[src/rtl/dg3_pkg.sv]
// ----------------------------------------------------------------------------
// dg3_pkg
// Shared constants, types and helpers of the 3x3 directional gradient block.
// ----------------------------------------------------------------------------
package dg3_pkg;

    // image limits and field widths
    localparam int MAX_WIDTH  = 2048;
    localparam int MAX_HEIGHT = 2048;
    localparam int COL_W      = $clog2(MAX_WIDTH);
    localparam int ROW_W      = $clog2(MAX_HEIGHT);
    localparam int DIM_W      = 12;
    localparam int SHIFT_W    = 4;
    localparam int PIX_W      = 8;
    localparam int MAG_W      = 8;
    localparam int CFG_IDX_W  = 2;
    localparam int CFG_DATA_W = 12;

    // widths used for comparing configured sizes against the limits
    localparam int WCMP_W = (DIM_W > COL_W + 1) ? DIM_W : COL_W + 1;
    localparam int HCMP_W = (DIM_W > ROW_W + 1) ? DIM_W : ROW_W + 1;

    // magnitude ceiling
    localparam logic [MAG_W-1:0] MAG_CLAMP = MAG_W'(253);

    // result buffer sizing
    localparam int FIFO_DEPTH = 4;
    localparam int PTR_W      = $clog2(FIFO_DEPTH);
    localparam int CNT_W      = PTR_W + 1;

    // reset values of the configuration registers
    localparam logic [DIM_W-1:0]   WIDTH_RST  = DIM_W'(640);
    localparam logic [DIM_W-1:0]   HEIGHT_RST = DIM_W'(480);
    localparam logic [SHIFT_W-1:0] SHIFT_RST  = '0;

    // configuration register indexes
    localparam logic [CFG_IDX_W-1:0] CFG_WIDTH  = CFG_IDX_W'(0);
    localparam logic [CFG_IDX_W-1:0] CFG_HEIGHT = CFG_IDX_W'(1);
    localparam logic [CFG_IDX_W-1:0] CFG_SHIFT  = CFG_IDX_W'(2);

    // direction codes
    typedef enum logic [1:0] {
        DIR_VERT = 2'd0,
        DIR_ANTI = 2'd1,
        DIR_HORZ = 2'd2,
        DIR_DIAG = 2'd3
    } dir_t;

    // 3x3 window: [row top..bottom][column left..right]
    typedef logic [2:0][2:0][PIX_W-1:0] win_t;

    // control that travels alongside the window
    typedef struct packed {
        logic emit;
        logic last;
    } ctl_t;

    // one result
    typedef struct packed {
        logic [MAG_W-1:0] mag;
        dir_t             dir;
        logic             last;
    } res_t;

    // effective row length: below 3 acts as 3, above the limit as the limit
    function automatic logic [COL_W:0] clamp_width(input logic [DIM_W-1:0] v);
        logic [WCMP_W-1:0] ve;
        ve = WCMP_W'(v);
        if (ve < WCMP_W'(3))
            return (COL_W+1)'(3);
        else if (ve > WCMP_W'(MAX_WIDTH))
            return (COL_W+1)'(MAX_WIDTH);
        else
            return (COL_W+1)'(ve);
    endfunction

    // effective frame height, same rule
    function automatic logic [ROW_W:0] clamp_height(input logic [DIM_W-1:0] v);
        logic [HCMP_W-1:0] ve;
        ve = HCMP_W'(v);
        if (ve < HCMP_W'(3))
            return (ROW_W+1)'(3);
        else if (ve > HCMP_W'(MAX_HEIGHT))
            return (ROW_W+1)'(MAX_HEIGHT);
        else
            return (ROW_W+1)'(ve);
    endfunction

endpackage

[src/rtl/dg3_res_if.sv]
// ----------------------------------------------------------------------------
// dg3_res_if
// Result request channel: valid/ready with one gradient result.
// ----------------------------------------------------------------------------
interface dg3_res_if import dg3_pkg::*; ();

    logic             valid;
    logic             ready;
    logic [MAG_W-1:0] magnitude;
    logic [1:0]       direction;
    logic             last_in_frame;

    modport source (output valid, output magnitude, output direction,
                    output last_in_frame, input ready);
    modport sink   (input valid, input magnitude, input direction,
                    input last_in_frame, output ready);

endinterface

[src/rtl/dg3_out_fifo.sv]
// ----------------------------------------------------------------------------
// dg3_out_fifo
// Small result queue that decouples the pipeline from a stalling receiver.
// ----------------------------------------------------------------------------
module dg3_out_fifo import dg3_pkg::*; (
    input  logic       clk,
    input  logic       rst_n,
    input  logic       push,
    input  res_t       push_data,
    output logic [CNT_W-1:0] count,
    dg3_res_if.source  res_out
);

    res_t             buf_reg [FIFO_DEPTH];
    logic [PTR_W-1:0] wr_ptr_reg, rd_ptr_reg;
    logic [CNT_W-1:0] count_reg, count_next;
    logic             pop;
    res_t             head;

    assign pop = res_out.valid && res_out.ready;

    // occupancy
    always_comb
    begin
        count_next = count_reg + CNT_W'(push) - CNT_W'(pop);
    end

    always_ff @(posedge clk or negedge rst_n)
    begin
        if (!rst_n)
        begin
            wr_ptr_reg <= '0;
            rd_ptr_reg <= '0;
            count_reg  <= '0;
        end
        else
        begin
            if (push)
                wr_ptr_reg <= wr_ptr_reg + 1'b1;
            if (pop)
                rd_ptr_reg <= rd_ptr_reg + 1'b1;
            count_reg <= count_next;
        end
    end

    // entry storage
    always_ff @(posedge clk)
    begin
        if (push)
        begin
            buf_reg[wr_ptr_reg] <= push_data;
        end
    end

    // head of queue drives the channel
    assign head                  = buf_reg[rd_ptr_reg];
    assign res_out.valid         = (count_reg != '0);
    assign res_out.magnitude     = head.mag;
    assign res_out.direction     = head.dir;
    assign res_out.last_in_frame = head.last;
    assign count                 = count_reg;

endmodule

[src/flat_wrapper.sv]
// flat-port wrapper written by rule: the top's interface ports become plain ports
module dg3_out_fifo_flat import dg3_pkg::*;
  (clk, rst_n, push, push_data, count, res_out_valid, res_out_magnitude, res_out_direction, res_out_last_in_frame, res_out_ready);
  dg3_res_if res_out_i ();
  input  logic clk;
  input  logic rst_n;
  input  logic push;
  input  res_t push_data;
  output logic [CNT_W-1:0] count;
  output wire logic [$bits(res_out_i.valid)-1:0] res_out_valid;
  output wire logic [$bits(res_out_i.magnitude)-1:0] res_out_magnitude;
  output wire logic [$bits(res_out_i.direction)-1:0] res_out_direction;
  output wire logic [$bits(res_out_i.last_in_frame)-1:0] res_out_last_in_frame;
  input wire logic [$bits(res_out_i.ready)-1:0] res_out_ready;
  assign res_out_valid = res_out_i.valid;
  assign res_out_magnitude = res_out_i.magnitude;
  assign res_out_direction = res_out_i.direction;
  assign res_out_last_in_frame = res_out_i.last_in_frame;
  assign res_out_i.ready = res_out_ready;
  dg3_out_fifo u_core (.clk(clk), .rst_n(rst_n), .push(push), .push_data(push_data), .count(count), .res_out(res_out_i));
endmodule
[config.mk]
export PLATFORM = sky130hd
export DESIGN_NAME = dg3_out_fifo_flat
export DESIGN_NICKNAME = d
export VERILOG_FILES = /design/src/rtl/dg3_pkg.sv /design/src/rtl/dg3_res_if.sv /design/src/rtl/dg3_out_fifo.sv /design/src/flat_wrapper.sv
export SDC_FILE = /design/constraint.sdc
export NUM_CORES = 1
export LEC_CHECK = 0
export BUFFER_PORTS_ARGS = -buffer_cell sky130_fd_sc_hd__buf_2
export CAP_MARGIN = 20
export CORE_UTILIZATION = 50
export CTS_CLUSTER_SIZE = 8
export DETAILED_ROUTE_END_ITERATION = 6
export GPL_TIMING_DRIVEN = 0
export PLACE_DENSITY = 0.84
export SLEW_MARGIN = 20
export SYNTH_ARGS = -nofsm -noshare
export SYNTH_HDL_FRONTEND = slang
export SYNTH_SLANG_ARGS = --single-unit
[constraint.sdc]
create_clock -name clk -period 2.09 [get_ports clk]
set_clock_uncertainty 0.15 [all_clocks]
set_input_delay 0.5225 -clock clk [delete_from_list [all_inputs] [get_ports clk]]
set_output_delay 0.5225 -clock clk [all_outputs]
set_load 0.005 [all_outputs]
# Yosys cells after proc, flatten, opt, wreduce, memory -nomap -nowiden
# Memories as Yosys holds them, arrays and structs flattened.
# Index checks and enable logic that the tools add are counted.
dict set report word_totals {
  elab_cells 12
  mem_count 1
  output_inout_bits 15
  ramBits 44
  regBits 7
  input_bits 15
}
dict set report op_classes {
  muxes 2
  n_addsub 4
  n_reduce_logical 2
}
# name depth width read_ports rd_ports_with_merged_regs write_ports line
set memory_table {}
lappend memory_table {u_core.buf_reg 4 11 1 0 1 dg3_out_fifo.sv:14} ;# res_t buf_reg [FIFO_DEPTH];
# cell count
set op_table {}
lappend op_table {{adder 2 x 1 -> 2 bit, second input constant} 2}
lappend op_table {{adder 3 x 1 -> 3 bit} 1}
lappend op_table {{nonzero test 3 bit} 1}
lappend op_table {{subtractor 3 x 1 -> 3 bit} 1}
lappend op_table {{two-way mux 1 bit} 2}
lappend op_table {{logical AND 1 bit} 1}

# Longest topological paths before layout
# Gate-level depths: netlist of run 1.
dict set report depth {
  depth_word 3
  mapped_depth 7
  depth_no_buf 7
}

# Worst setup path before layout of run 1
# Ideal clock, no wire load.
dict set report synth_path {
  path_kind {register to register}
  start {reg u_core.count_reg[1], in the netlist u_core.count[1]}
  end {reg u_core.count_reg[2], in the netlist u_core.count[2]}
  required_time_ps 1817
  arrival_ps 1822
  path_stages_with_launch 8
  slack_ps -5
  setup_ps 123
  path_buffers 0
  synth_period_minus_slack_ps 2095
  cell_sequence {dfrtp_1 > o31a_1 > ha_1 > inv_1 > ha_1 > fa_1 > xnor2_1 > xnor2_1}
}
dict set report synth_via {
  elab_chain_len 3
  word_cells_on_any_way 4
  classes_between {2 x add/sub; 2 x reduce/logical}
}
# item line
set synth_rtl {}
lappend synth_rtl {{start: declaration} dg3_out_fifo.sv:16} ;# logic [CNT_W-1:0] count_reg, count_next;
lappend synth_rtl {{start signal: assignment} dg3_out_fifo.sv:42} ;# count_reg <= count_next;
lappend synth_rtl {{nonzero test 3 bit} dg3_out_fifo.sv:57} ;# assign res_out.valid = (count_reg != '0);
lappend synth_rtl {{logical AND 1 bit} dg3_out_fifo.sv:20} ;# assign pop = res_out.valid && res_out.ready;
lappend synth_rtl {{net u_core.pop} dg3_out_fifo.sv:17} ;# logic pop;
lappend synth_rtl {{subtractor 3 x 1 -> 3 bit} dg3_out_fifo.sv:25} ;# count_next = count_reg + CNT_W'(push) - CNT_W'(pop);
lappend synth_rtl {{net u_core.count_next[2]} dg3_out_fifo.sv:16}
# The timed path passes the listed nets, and every way through them passes these cells.
# A chain may end at the register's enable or synchronous reset.

# Worst setup path in the final report of run 1
dict set report layout_path {
  start {reg u_core.rd_ptr_reg[0]}
  end {out res_out_last_in_frame}
}
dict set report layout_via {
  elab_chain_len 1
}
# item line
set layout_rtl {}
lappend layout_rtl {{start: declaration} dg3_out_fifo.sv:15} ;# logic [PTR_W-1:0] wr_ptr_reg, rd_ptr_reg;
lappend layout_rtl {{start signal: assignment} dg3_out_fifo.sv:41} ;# rd_ptr_reg <= rd_ptr_reg + 1'b1;
lappend layout_rtl {{memory read (4 x 11 bit)} -}
lappend layout_rtl {{end: declaration} flat_wrapper.sv:13} ;# output wire logic [$bits(res_out_i.last_in_frame)-1:0] res_out_last_in_frame;
# No other way between the ends.

==> results of run 1 <==
## final timing paths
kind | startpoint | to | slack [ns] | depth (start not counted)
worst max-delay path | u_core.rd_ptr_reg[0]$_DFFE_PN0P_ | res_out_last_in_frame | -0.1 | 3
worst min-delay path | push_data[6] | u_core.buf_reg[0][6]$_DFFE_PP_ | 0.28 | 1
worst max register to register | u_core.count[0]$_DFF_PN0_ | u_core.count[2]$_DFF_PN0_ | -0.02 | 7
worst min register to register | u_core.wr_ptr_reg[0]$_DFFE_PN0P_ | u_core.wr_ptr_reg[0]$_DFFE_PN0P_ | 0.38 | 1
max in group asynchronous | rst_n | u_core.rd_ptr_reg[0]$_DFFE_PN0P_ | 1.19 | 2
min in group asynchronous | rst_n | u_core.rd_ptr_reg[0]$_DFFE_PN0P_ | 0.43 | 2
## critical path, cell delays in order (launching register included)
cell	delay (ns)
dfrtp_2	0.40
buf_4	0.14
mux4_1	0.54
buf_2	0.14
## synth_stat cells
master / n
xor2_1: 2
buf_6: 1
and2_1: 4
fa_1: 1
or3_1: 1
edfxtp_1: 44
nand2_1: 1
inv_1: 6
ha_1: 6
mux4_1: 3
o31a_1: 1
o311ai_0: 1
mux4_2: 8
buf_2: 1
xnor2_1: 3
dfrtp_1: 7
o21ai_0: 1
## repair_timing
| action | in CTS | in global routing |
|---|---|---|
| setup endpoints to repair | 12 | 12 |
| gates cloned | 0 | 0 |
| resized for setup | 4 | 3 |
| endpoints found under the hold margin | 7 | 0 |
| pin swaps | 1 | 5 |
| hold buffers | 1 | 0 |
| buffers inserted | 6 | 0 |
## routing by layer
| layer | GRT usage | vias up |
|---|---|---|
| met5 | 0 | - |
| met4 | 0.0679 | 0 |
| met3 | 0.0486 | 4 |
| met2 | 0.309 | 34 |
| met1 | 0.213 | 487 |
| li1 | - | 447 |
## power by group through the flow
stage / clock [mW] / combinational, mW / sequential, mW
finish: 0.668 / 1.13 / 1.46
global route: 0.704 / 1.25 / 1.47
CTS: 0.676 / 1.10 / 1.45
detailed placement: 0 / 0.936 / 1.49
global placement: 0 / 0.902 / 1.48
floorplan: 0 / 0.623 / 1.47
## final cells by class
| cell class | count | area (sq um) | share of cell area |
|---|---|---|---|
| sequential | 51 | 1500 | 0.625 |
| multi-input combinational | 32 | 478 | 0.199 |
| timing repair buffer | 36 | 200 | 0.0836 |
| clock buffer | 6 | 72.6 | 0.0303 |
| tap | 48 | 60.1 | 0.0251 |
| clock inverter | 2 | 37.5 | 0.0157 |
| buffer | 2 | 27.5 | 0.0115 |
| inverter | 6 | 22.5 | 0.00940 |
## metrics by stage
stage / setup TNS, ns / setup slack [ns] / utilization / area (sq um) / std cells
6_report: -0.852 / -0.0981 / 0.640 / 2400 / 183
3_3_place_gp: -0.00990 / -0.00990 / 0.587 / 2200 / 168
5_1_grt: -1.49 / -0.147 / 0.640 / 2400 / 183
3_5_place_dp: -0.0351 / -0.0351 / 0.587 / 2200 / 168
4_1_cts: -1.09 / -0.121 / 0.636 / 2380 / 183
2_1_floorplan: 0 / 0.0259 / - / 1990 / 91
## cell usage in the layout (no fill, tap or decap), drive strengths merged, types with 2 or more instances in the layout
master | synthesis | routed
mux4 | 11 | 11
edfxtp | 44 | 44
dfrtp | 7 | 7
and2 | 4 | 4
clkbuf | 0 | 7
ha | 6 | 6
buf | 2 | 36
inv | 6 | 6
xor2 | 2 | 2
xnor2 | 3 | 3
## cell families after synthesis
group                    Yosys count  share of synthesized area
adder cells (fa/ha/maj)            7                     0.0478
AO/OA/AOI/OAI                      3                     0.0113
XOR/XNOR                           5                     0.0220
flip-flops                        51                      0.752
buffers and inverters              8                     0.0195
multiplexers                      11                      0.130
AND/OR/NAND/NOR                    6                     0.0176
==> summary.txt, run 1 <==
Outcome
  • Status: finished, violations left
  • Violated checks: negative setup slack

Synthesis
  • Synth Net Count: 113
  • Unique masters post-synth: 17
  • Yosys warnings: 0
  • Sequential area share after synthesis: 0.752
  • Synth area leaders: edfxtp_1 (66%), mux4_2 (9.1%), dfrtp_1 (8.8%), mux4_1 (4.0%), ha_1 (3.8%)
  • Mapped cell area: 1990 sq um
  • Synth Instances: 91
  • Top-area cell type share of the netlist area: 0.664
  • Syn_area_per_cell: 21.9 sq um
  • #FFs+latches synth: 51
  • Cell taking the most area after synthesis: edfxtp_1

Setup path
  • CP Launch Type: flop
  • Worst Path Required: 1.42 ns
  • Critical path class: reg -> out
  • Critical Path Sink Type: output pin
  • CP max FO: 3
  • CP arrival: 1.52 ns

Route
  • Total number of vias: 972
  • WL met3: 184 um
  • Wire per inst: 18.0 um
  • DR WL met2: 1790 um
  • Wire length on met1: 1270 um
  • DR top layer: met4
  • DRC errors left: 0
  • ANT nets after route: 0
  • 1st-pass router iterations: 4
  • Post-DR vias/cell: 5.31
  • Initial DRC count: 49
  • Routed WL: 3290 um

Power and ir drop
  • Comb power frac: 0.347
  • Cell Int Power: 2.33 mW
  • Sw Share: 0.285
  • Peak supply drop: 808 uV
  • Seq pwr share: 0.448
  • Leakage power: 0.900 nW
  • Clock network fraction of total power: 0.205
  • Pwr dens: 1360 nW/um^2
  • Design Power: 3.25 mW
  • Switching power: 0.927 mW

Timing
  • Rel. slew slack: 0.597
  • Final Worst Setup Slack: -0.0981 ns
  • Fmax: 457 MHz
  • Final Cycle Share: 1.05
  • Tmin final: 2.19 ns
  • Final count of hold timing violations: 0
  • Hold_ws: 0.282 ns
  • Final setup vio count: 12
  • RSZ-0062 raised after global routing: yes
  • Measured slew at the worst slew-check pin: 0.604 ns
  • Max-slew violations: 0

Floorplanning
  • Die Width: 65.1 um
  • Initial core utilization: 0.532
  • Core Rows: 22
  • Top Ports: 30
  • Die ar.: 4240 sq um
  • Core area: 3740 sq um
  • Die Y: 65.1 um

Global routing
  • Largest net degree at the start of global routing: 17
  • First-pass GRT wire length: 5150 um
  • Total GRT Usage: 0.178
  • Initial antenna violation count: 0
  • Vias in the first global route: 1042
  • Global route overflow: 0

Clock network
  • Htree depth: 2
  • Longest Clk Path Bufs: 2
  • Clk slew on worst S/H paths: 0.09 ns
  • CTS root buffer: clkbuf_8
  • Clock latency at the later pin of the worst-skew pair: 0.30 ns
  • TritonCTS clock tree: yes
  • Number of buffers created by CTS: 5
  • Clock Sinks: 51

Cells and area
  • Area delta synth->final: 20.4%
  • Ant. Diodes: 0
  • Number of flip-flops in the largest register: 44
  • FILL cells: 283
  • Share of cells above drive strength 1: 0.415
  • Nets: 156

Placement
  • Port bufs: 29
  • Routability cong.: 0.709
  • DP Wirelength: 1910 um

Flow run
  • Max-cap violations: 0

Hold path
  • Worst hold-check path type: in -> reg
Power figures use the tool's default switching activity.
==> run 2: changes to the inputs <==
==> constraint.sdc (replaced) <==
create_clock -name clk -period 2.09 [get_ports clk]
set_clock_uncertainty 0.15 [all_clocks]
set_input_delay 0.209 -clock clk [delete_from_list [all_inputs] [get_ports clk]]
set_output_delay 0.209 -clock clk [all_outputs]
set_load 0.005 [all_outputs]
==> run 2 against run 1 <==
  * The run now ends clean
  * Design area rose by 3.4%
  * Worst hold slack got worse by 0.26 ns
  * Fmax rose by 4.7%
  * Setup slack improved by 0.098 ns
  * First-iteration DRC count rose by 6.1%
  * Register-to-register slack improved by 0.02 ns
  * Via count rose by 6.1%
  * Sequential power barely moved
  * Critical path type is now reg -> reg
  * Largest power group unchanged
==> summary.txt, run 2 (synthesis gave the netlist of run 1 again) <==
Cells and area
  • Most frequent cells in the layout: edfxtp_1 (44), buf_2 (30), dlygate4sd3_1 (12), mux4_2 (8)
  • Nets: 166
  • Post-route cell area: 2480 sq um
  • Number of flip-flops in the largest register: 44
  • Commonest non-fill, non-tap cell in the layout: edfxtp_1
  • Share of cells above drive strength 1: 0.379
  • Ant. Diodes: 0
  • Layout Cells excl Fill: 193
  • Core Util, Final: 0.662
  • Area delta synth->final: 24.5%

Power and ir drop
  • Design Power: 3.21 mW
  • Peak supply drop: 805 uV
  • Pwr dens: 1300 nW/um^2
  • Leakage power: 0.936 nW

Global routing
  • Largest net degree at the start of global routing: 17
  • Global routing met3 resource utilization: 0.0469
  • First-pass GRT wire length: 5220 um
  • Met2 GRT Util: 0.305
  • Met1 GRT Util: 0.219
  • Vias in the first global route: 1081
  • Total GRT Usage: 0.179
  • Initial antenna violation count: 0
  • Busiest metal layer after global routing: met2
  • Global route overflow: 0

Clock network
  • Clock Sinks: 51
  • TritonCTS clock tree: yes
  • Number of buffers created by CTS: 5
  • Clock latency at the later pin of the worst-skew pair: 0.30 ns
  • Longest Clk Path Bufs: 2
  • CTS root buffer: clkbuf_8
  • Htree depth: 2
  • Clk slew on worst S/H paths: 0.08 ns

Floorplanning
  • Initial core utilization: 0.532
  • Core Rows: 22
  • Die Y: 65.1 um
  • Top Ports: 30
  • Core area: 3740 sq um
  • Die ar.: 4240 sq um
  • Die Width: 65.1 um

Hold path
  • Hold Startpoint: push
  • Worst hold-check path type: in -> reg

Setup path
  • CP max FO: 2
  • CP Launch Type: flop
  • CP arrival: 2.13 ns
  • Worst Setup SP: u_core.count[2]$_DFF_PN0_
  • Critical Path Sink Type: flop
  • Critical path class: reg -> reg
  • Worst Path Required: 2.13 ns
  • Worst R2R Start: u_core.count[2]$_DFF_PN0_

Placement
  • Routability cong.: 0.709
  • DP Wirelength: 1910 um
  • Port bufs: 29
  • DP Cell Count: 168
  • Cell Area, Placed: 2200 sq um

Timing
  • Rel. slew slack: 0.593
  • Fmax: 479 MHz
  • Final setup vio count: 0
  • Final Cycle Share: 1.00
  • RSZ-0062 raised after global routing: yes
  • Tmin final: 2.09 ns
  • Final count of hold timing violations: 0
  • Measured slew at the worst slew-check pin: 0.610 ns
  • Max-slew violations: 0

Route
  • Initial DRC count: 52
  • DRC errors left: 0
  • Post-DR vias/cell: 5.34
  • Routed WL: 3340 um
  • Total number of vias: 1031
  • Wire per inst: 17.3 um
  • ANT nets after route: 0
  • 1st-pass router iterations: 4

Outcome
  • Status: completed

Flow run
  • Max-cap violations: 0
## run 2: layout make-up
type                    instances  area, sq um
flip-flops and latches         51         1500
fillers                       270         1270
multi-input cells              32          468
repair buffers                 46          303
clock buffers                   6         72.6
well taps                      48         60.1
clock inverters                 2         37.5
inverters                       6         22.5
plain buffers                   2         16.3
## run 2: critical path, stage by stage, from the launching register on
cell     delay (ns)
dfrtp_1        0.39
o31a_1         0.31
ha_1           0.28
inv_1          0.04
ha_2           0.17
fa_2           0.37
xnor2_2        0.15
xnor2_1        0.13
## run 2: metal layers
metal | wire, um | part of all wire
met5 | 0 | 0
met4 | 65 | 0.019
met3 | 160 | 0.048
met2 | 1740 | 0.52
met1 | 1370 | 0.41
## run 2: final timing paths
| kind | to | slack (ns) | cells past startpoint |
|---|---|---|---|
| min in group asynchronous | u_core.rd_ptr_reg[0]$_DFFE_PN0P_ | 0.12 | 2 |
| max in group asynchronous | u_core.rd_ptr_reg[0]$_DFFE_PN0P_ | 1.50 | 2 |
| setup reg to reg | u_core.count[2]$_DFF_PN0_ | 0.0004 | 7 |
| setup / recovery | u_core.count[2]$_DFF_PN0_ | 0.0004 | 7 |
| hold / removal | u_core.wr_ptr_reg[0]$_DFFE_PN0P_ | 0.02 | 2 |
| hold reg to reg | u_core.wr_ptr_reg[0]$_DFFE_PN0P_ | 0.38 | 1 |
## run 2: stage by stage
stage	hold slack (ns)	setup WS, ns	TNS, ns
2_1_floorplan	-0.237	0.0259	0
3_3_place_gp	-0.104	0.00321	0
3_5_place_dp	-0.0924	-0.0236	-0.0236
4_1_cts	0.0136	0.0170	0
5_1_grt	0.0477	-0.0821	-0.0821
6_report	0.0189	0.000417	0
## run 2: power breakdown
group | total, mW | internal (mW) | switching (mW)
logic | 1.08 | 0.570 | 0.506
clock network | 0.672 | 0.357 | 0.314
registers | 1.46 | 1.36 | 0.0997
total | 3.21 | 2.29 | 0.920
## run 2: timing repair
action                     CTS  global route
hold buffers                12             0
resized for setup            1             2
setup endpoints to repair    1             5
pin swaps                    1             2
hold endpoints to repair    51             0
setup buffers                4             1
==> run 3: changes to the inputs <==
- BUFFER_PORTS_ARGS: -buffer_cell sky130_fd_sc_hd__buf_2 -> default
- CORE_UTILIZATION: 50 -> 55
- DONT_BUFFER_PORTS: default -> 1
- PLACE_DENSITY: 0.84 -> 0.83
- SETUP_SLACK_MARGIN: default -> 0.1
==> run 3 against run 2 <==
  * Setup slack worse by 0.061 ns
  * Design area down 7.2%
  * Register-to-register slack lost 0.06 ns
  * Sequential share of layout area rose by 4.7 points
  * Worst hold slack lost 0.014 ns
  * Via count shrank 14%
  * Total power is 13% lower
  * The flow now finishes with violations (negative setup slack)
  * Critical path depth unchanged
==> summary.txt, run 3 (synthesis gave the netlist of run 1 again) <==
Setup path
  • Worst Path Required: 2.19 ns
  • Critical path class: reg -> reg
  • CP max FO: 5
  • WP depth: 7
  • Worst Setup SP: u_core.count[2]$_DFF_PN0_
  • CP Launch Type: flop
  • CP max stage delay: 0.47 ns
  • CP arrival: 2.25 ns
  • Critical Path Sink Type: flop
  • Critical-path cell list: o31a_1 > ha_1 > inv_1 > ha_2 > fa_2 > xnor2_2 > xnor2_1
  • Delay-heaviest family, CP: adder cells
  • Crit path to: u_core.count[2]$_DFF_PN0_
  • Buf/Inv on CP: 1
  • R2r endpoint: u_core.count[2]$_DFF_PN0_
  • Flop-to-flop setup slack: -0.06 ns
  • Worst R2R Start: u_core.count[2]$_DFF_PN0_
  • Critical path's slowest cell: dfrtp_2
  • R2r worst-path depth: 7

Power and ir drop
  • Clock network fraction of total power: 0.163
  • Cell Int Power: 1.95 mW
  • Peak supply drop: 633 uV
  • Switching power: 0.848 mW
  • Leakage power: 0.812 nW
  • Pwr dens: 1220 nW/um^2
  • Comb power frac: 0.307
  • Seq pwr share: 0.530
  • Sw Share: 0.304

Flow run
  • Max-cap violations: 0

Cells and area
  • FILL cells: 226
  • Commonest non-fill, non-tap cell in the layout: edfxtp_1
  • Share of cells above drive strength 1: 0.231
  • Ant. Diodes: 0
  • Nets: 138
  • Area of the multi-input gates: 468 sq um
  • Area delta synth->final: 15.5%
  • Core Util, Final: 0.678
  • Number of flip-flops in the largest register: 44
  • Most frequent cells in the layout: edfxtp_1 (44), dlygate4sd3_1 (14), mux4_2 (8), inv_1 (6)
  • Sequential standard cell area: 1500 sq um

Global routing
  • Met2 GRT Util: 0.287
  • Total GRT Usage: 0.174
  • Busiest metal layer after global routing: met2
  • Initial antenna violation count: 0
  • Global route overflow: 0
  • Met1 GRT Util: 0.209
  • Vias in the first global route: 946
  • First-pass GRT wire length: 4750 um
  • Global routing met3 resource utilization: 0.0478
  • Largest net degree at the start of global routing: 19

Route
  • Wire per inst: 18.4 um
  • Total number of vias: 883
  • DRC errors left: 0
  • Initial DRC count: 37
  • 1st-pass router iterations: 4
  • Post-DR vias/cell: 5.42
  • ANT nets after route: 0
  • Routed WL: 2990 um

Timing
  • Measured slew at the worst slew-check pin: 0.592 ns
  • Final Worst Setup Slack: -0.0601 ns
  • Tmin final: 2.15 ns
  • Final count of hold timing violations: 0
  • Final setup vio count: 1
  • Max-slew violations: 0
  • RSZ-0062 raised after global routing: yes
  • Final TNS setup: -0.0601 ns
  • Hold_ws: 0.00477 ns
  • Rel. slew slack: 0.605
  • Final Cycle Share: 1.03
  • Fmax: 465 MHz

Floorplanning
  • Die Width: 62.2 um
  • Die Y: 62.2 um
  • Initial core utilization: 0.587
  • Core area: 3390 sq um
  • Core Rows: 21
  • Top Ports: 30
  • Die ar.: 3860 sq um

Placement
  • DP Wirelength: 1960 um
  • Routability cong.: 0.702
  • Port bufs: 0

Clock network
  • Clock latency at the later pin of the worst-skew pair: 0.36 ns
  • Clock Sinks: 51
  • Clk slew on worst S/H paths: 0.15 ns
  • CTS root buffer: clkbuf_4
  • Longest Clk Path Bufs: 2
  • Number of buffers created by CTS: 5
  • TritonCTS clock tree: yes
  • Htree depth: 2

Outcome
  • Violated checks: negative setup slack
  • Status: finished, violations left

Hold path
  • Worst hold-check path type: in -> async
==> run 3: changes by cell type in the layout (fill, tap and decap cells not counted), sizes merged <==
cell / change
clkinv: +2
clkbuf: -1
bufinv: -1
inv: +1
dlygate4sd3: +2
clkinvlp: -1
buf: -30
==> run 3: final cells by class <==
| class | count | area share |
|---|---|---|
| flip-flops and latches | 51 | 0.652 |
| multi-input cells | 32 | 0.203 |
| repair buffers | 18 | 0.0740 |
| well taps | 46 | 0.0250 |
| clock buffers | 5 | 0.0163 |
| clock inverters | 3 | 0.0125 |
| inverters | 6 | 0.00979 |
| plain buffers | 2 | 0.00707 |
==> run 3: power groups by stage <==
stage	clock, mW	combinational [mW]	sequential (mW)
after global routing	0.513	0.943	1.51
after CTS	0.468	0.836	1.49
final	0.455	0.859	1.48
after global placement	0	0.735	1.49
after floorplan	0	0.623	1.47
after detailed placement	0	0.767	1.51
==> run 3: metrics by stage <==
step / setup slack [ns] / power, mW / instances / instance area (sq um)
after floorplan: 0.0259 / 2.09 / 91 / 1990
after global placement: -0.0230 / 2.22 / 137 / 2050
after detailed placement: -0.0515 / 2.28 / 137 / 2050
after CTS: -0.0369 / 2.79 / 160 / 2280
after global routing: -0.145 / 2.97 / 163 / 2300
final: -0.0601 / 2.79 / 163 / 2300
==> run 3: layer usage <==
layer	part of all wire	routed length (um)
met1	0.41	1220
met2	0.53	1580
met3	0.045	136
met4	0.019	57
met5	0	0
==> run 3: timing repair <==
item / CTS / global route
gates resized for setup: 3 / 1
setup buffers: 1 / 3
hold endpoints to repair: 56 / 0
pin swaps: 1 / 1
hold buffers: 14 / 0
setup endpoints to repair: 2 / 10
==> run 3: worst min path at each step <==
| stage | start | end | slack [ns] | cells past startpoint |
|---|---|---|---|---|
| after CTS | rst_n | u_core.count[1]$_DFF_PN0_ | 0.003 | 1 |
| after global routing | rst_n | u_core.count[1]$_DFF_PN0_ | 0.002 | 1 |
| final | rst_n | u_core.count[1]$_DFF_PN0_ | 0.005 | 1 |
| after floorplan | rst_n | u_core.count[0]$_DFF_PN0_ | -0.24 | 0 |
| after global placement | rst_n | u_core.wr_ptr_reg[0]$_DFFE_PN0P_ | -0.24 | 0 |
| after detailed placement | rst_n | u_core.count[0]$_DFF_PN0_ | -0.24 | 0 |
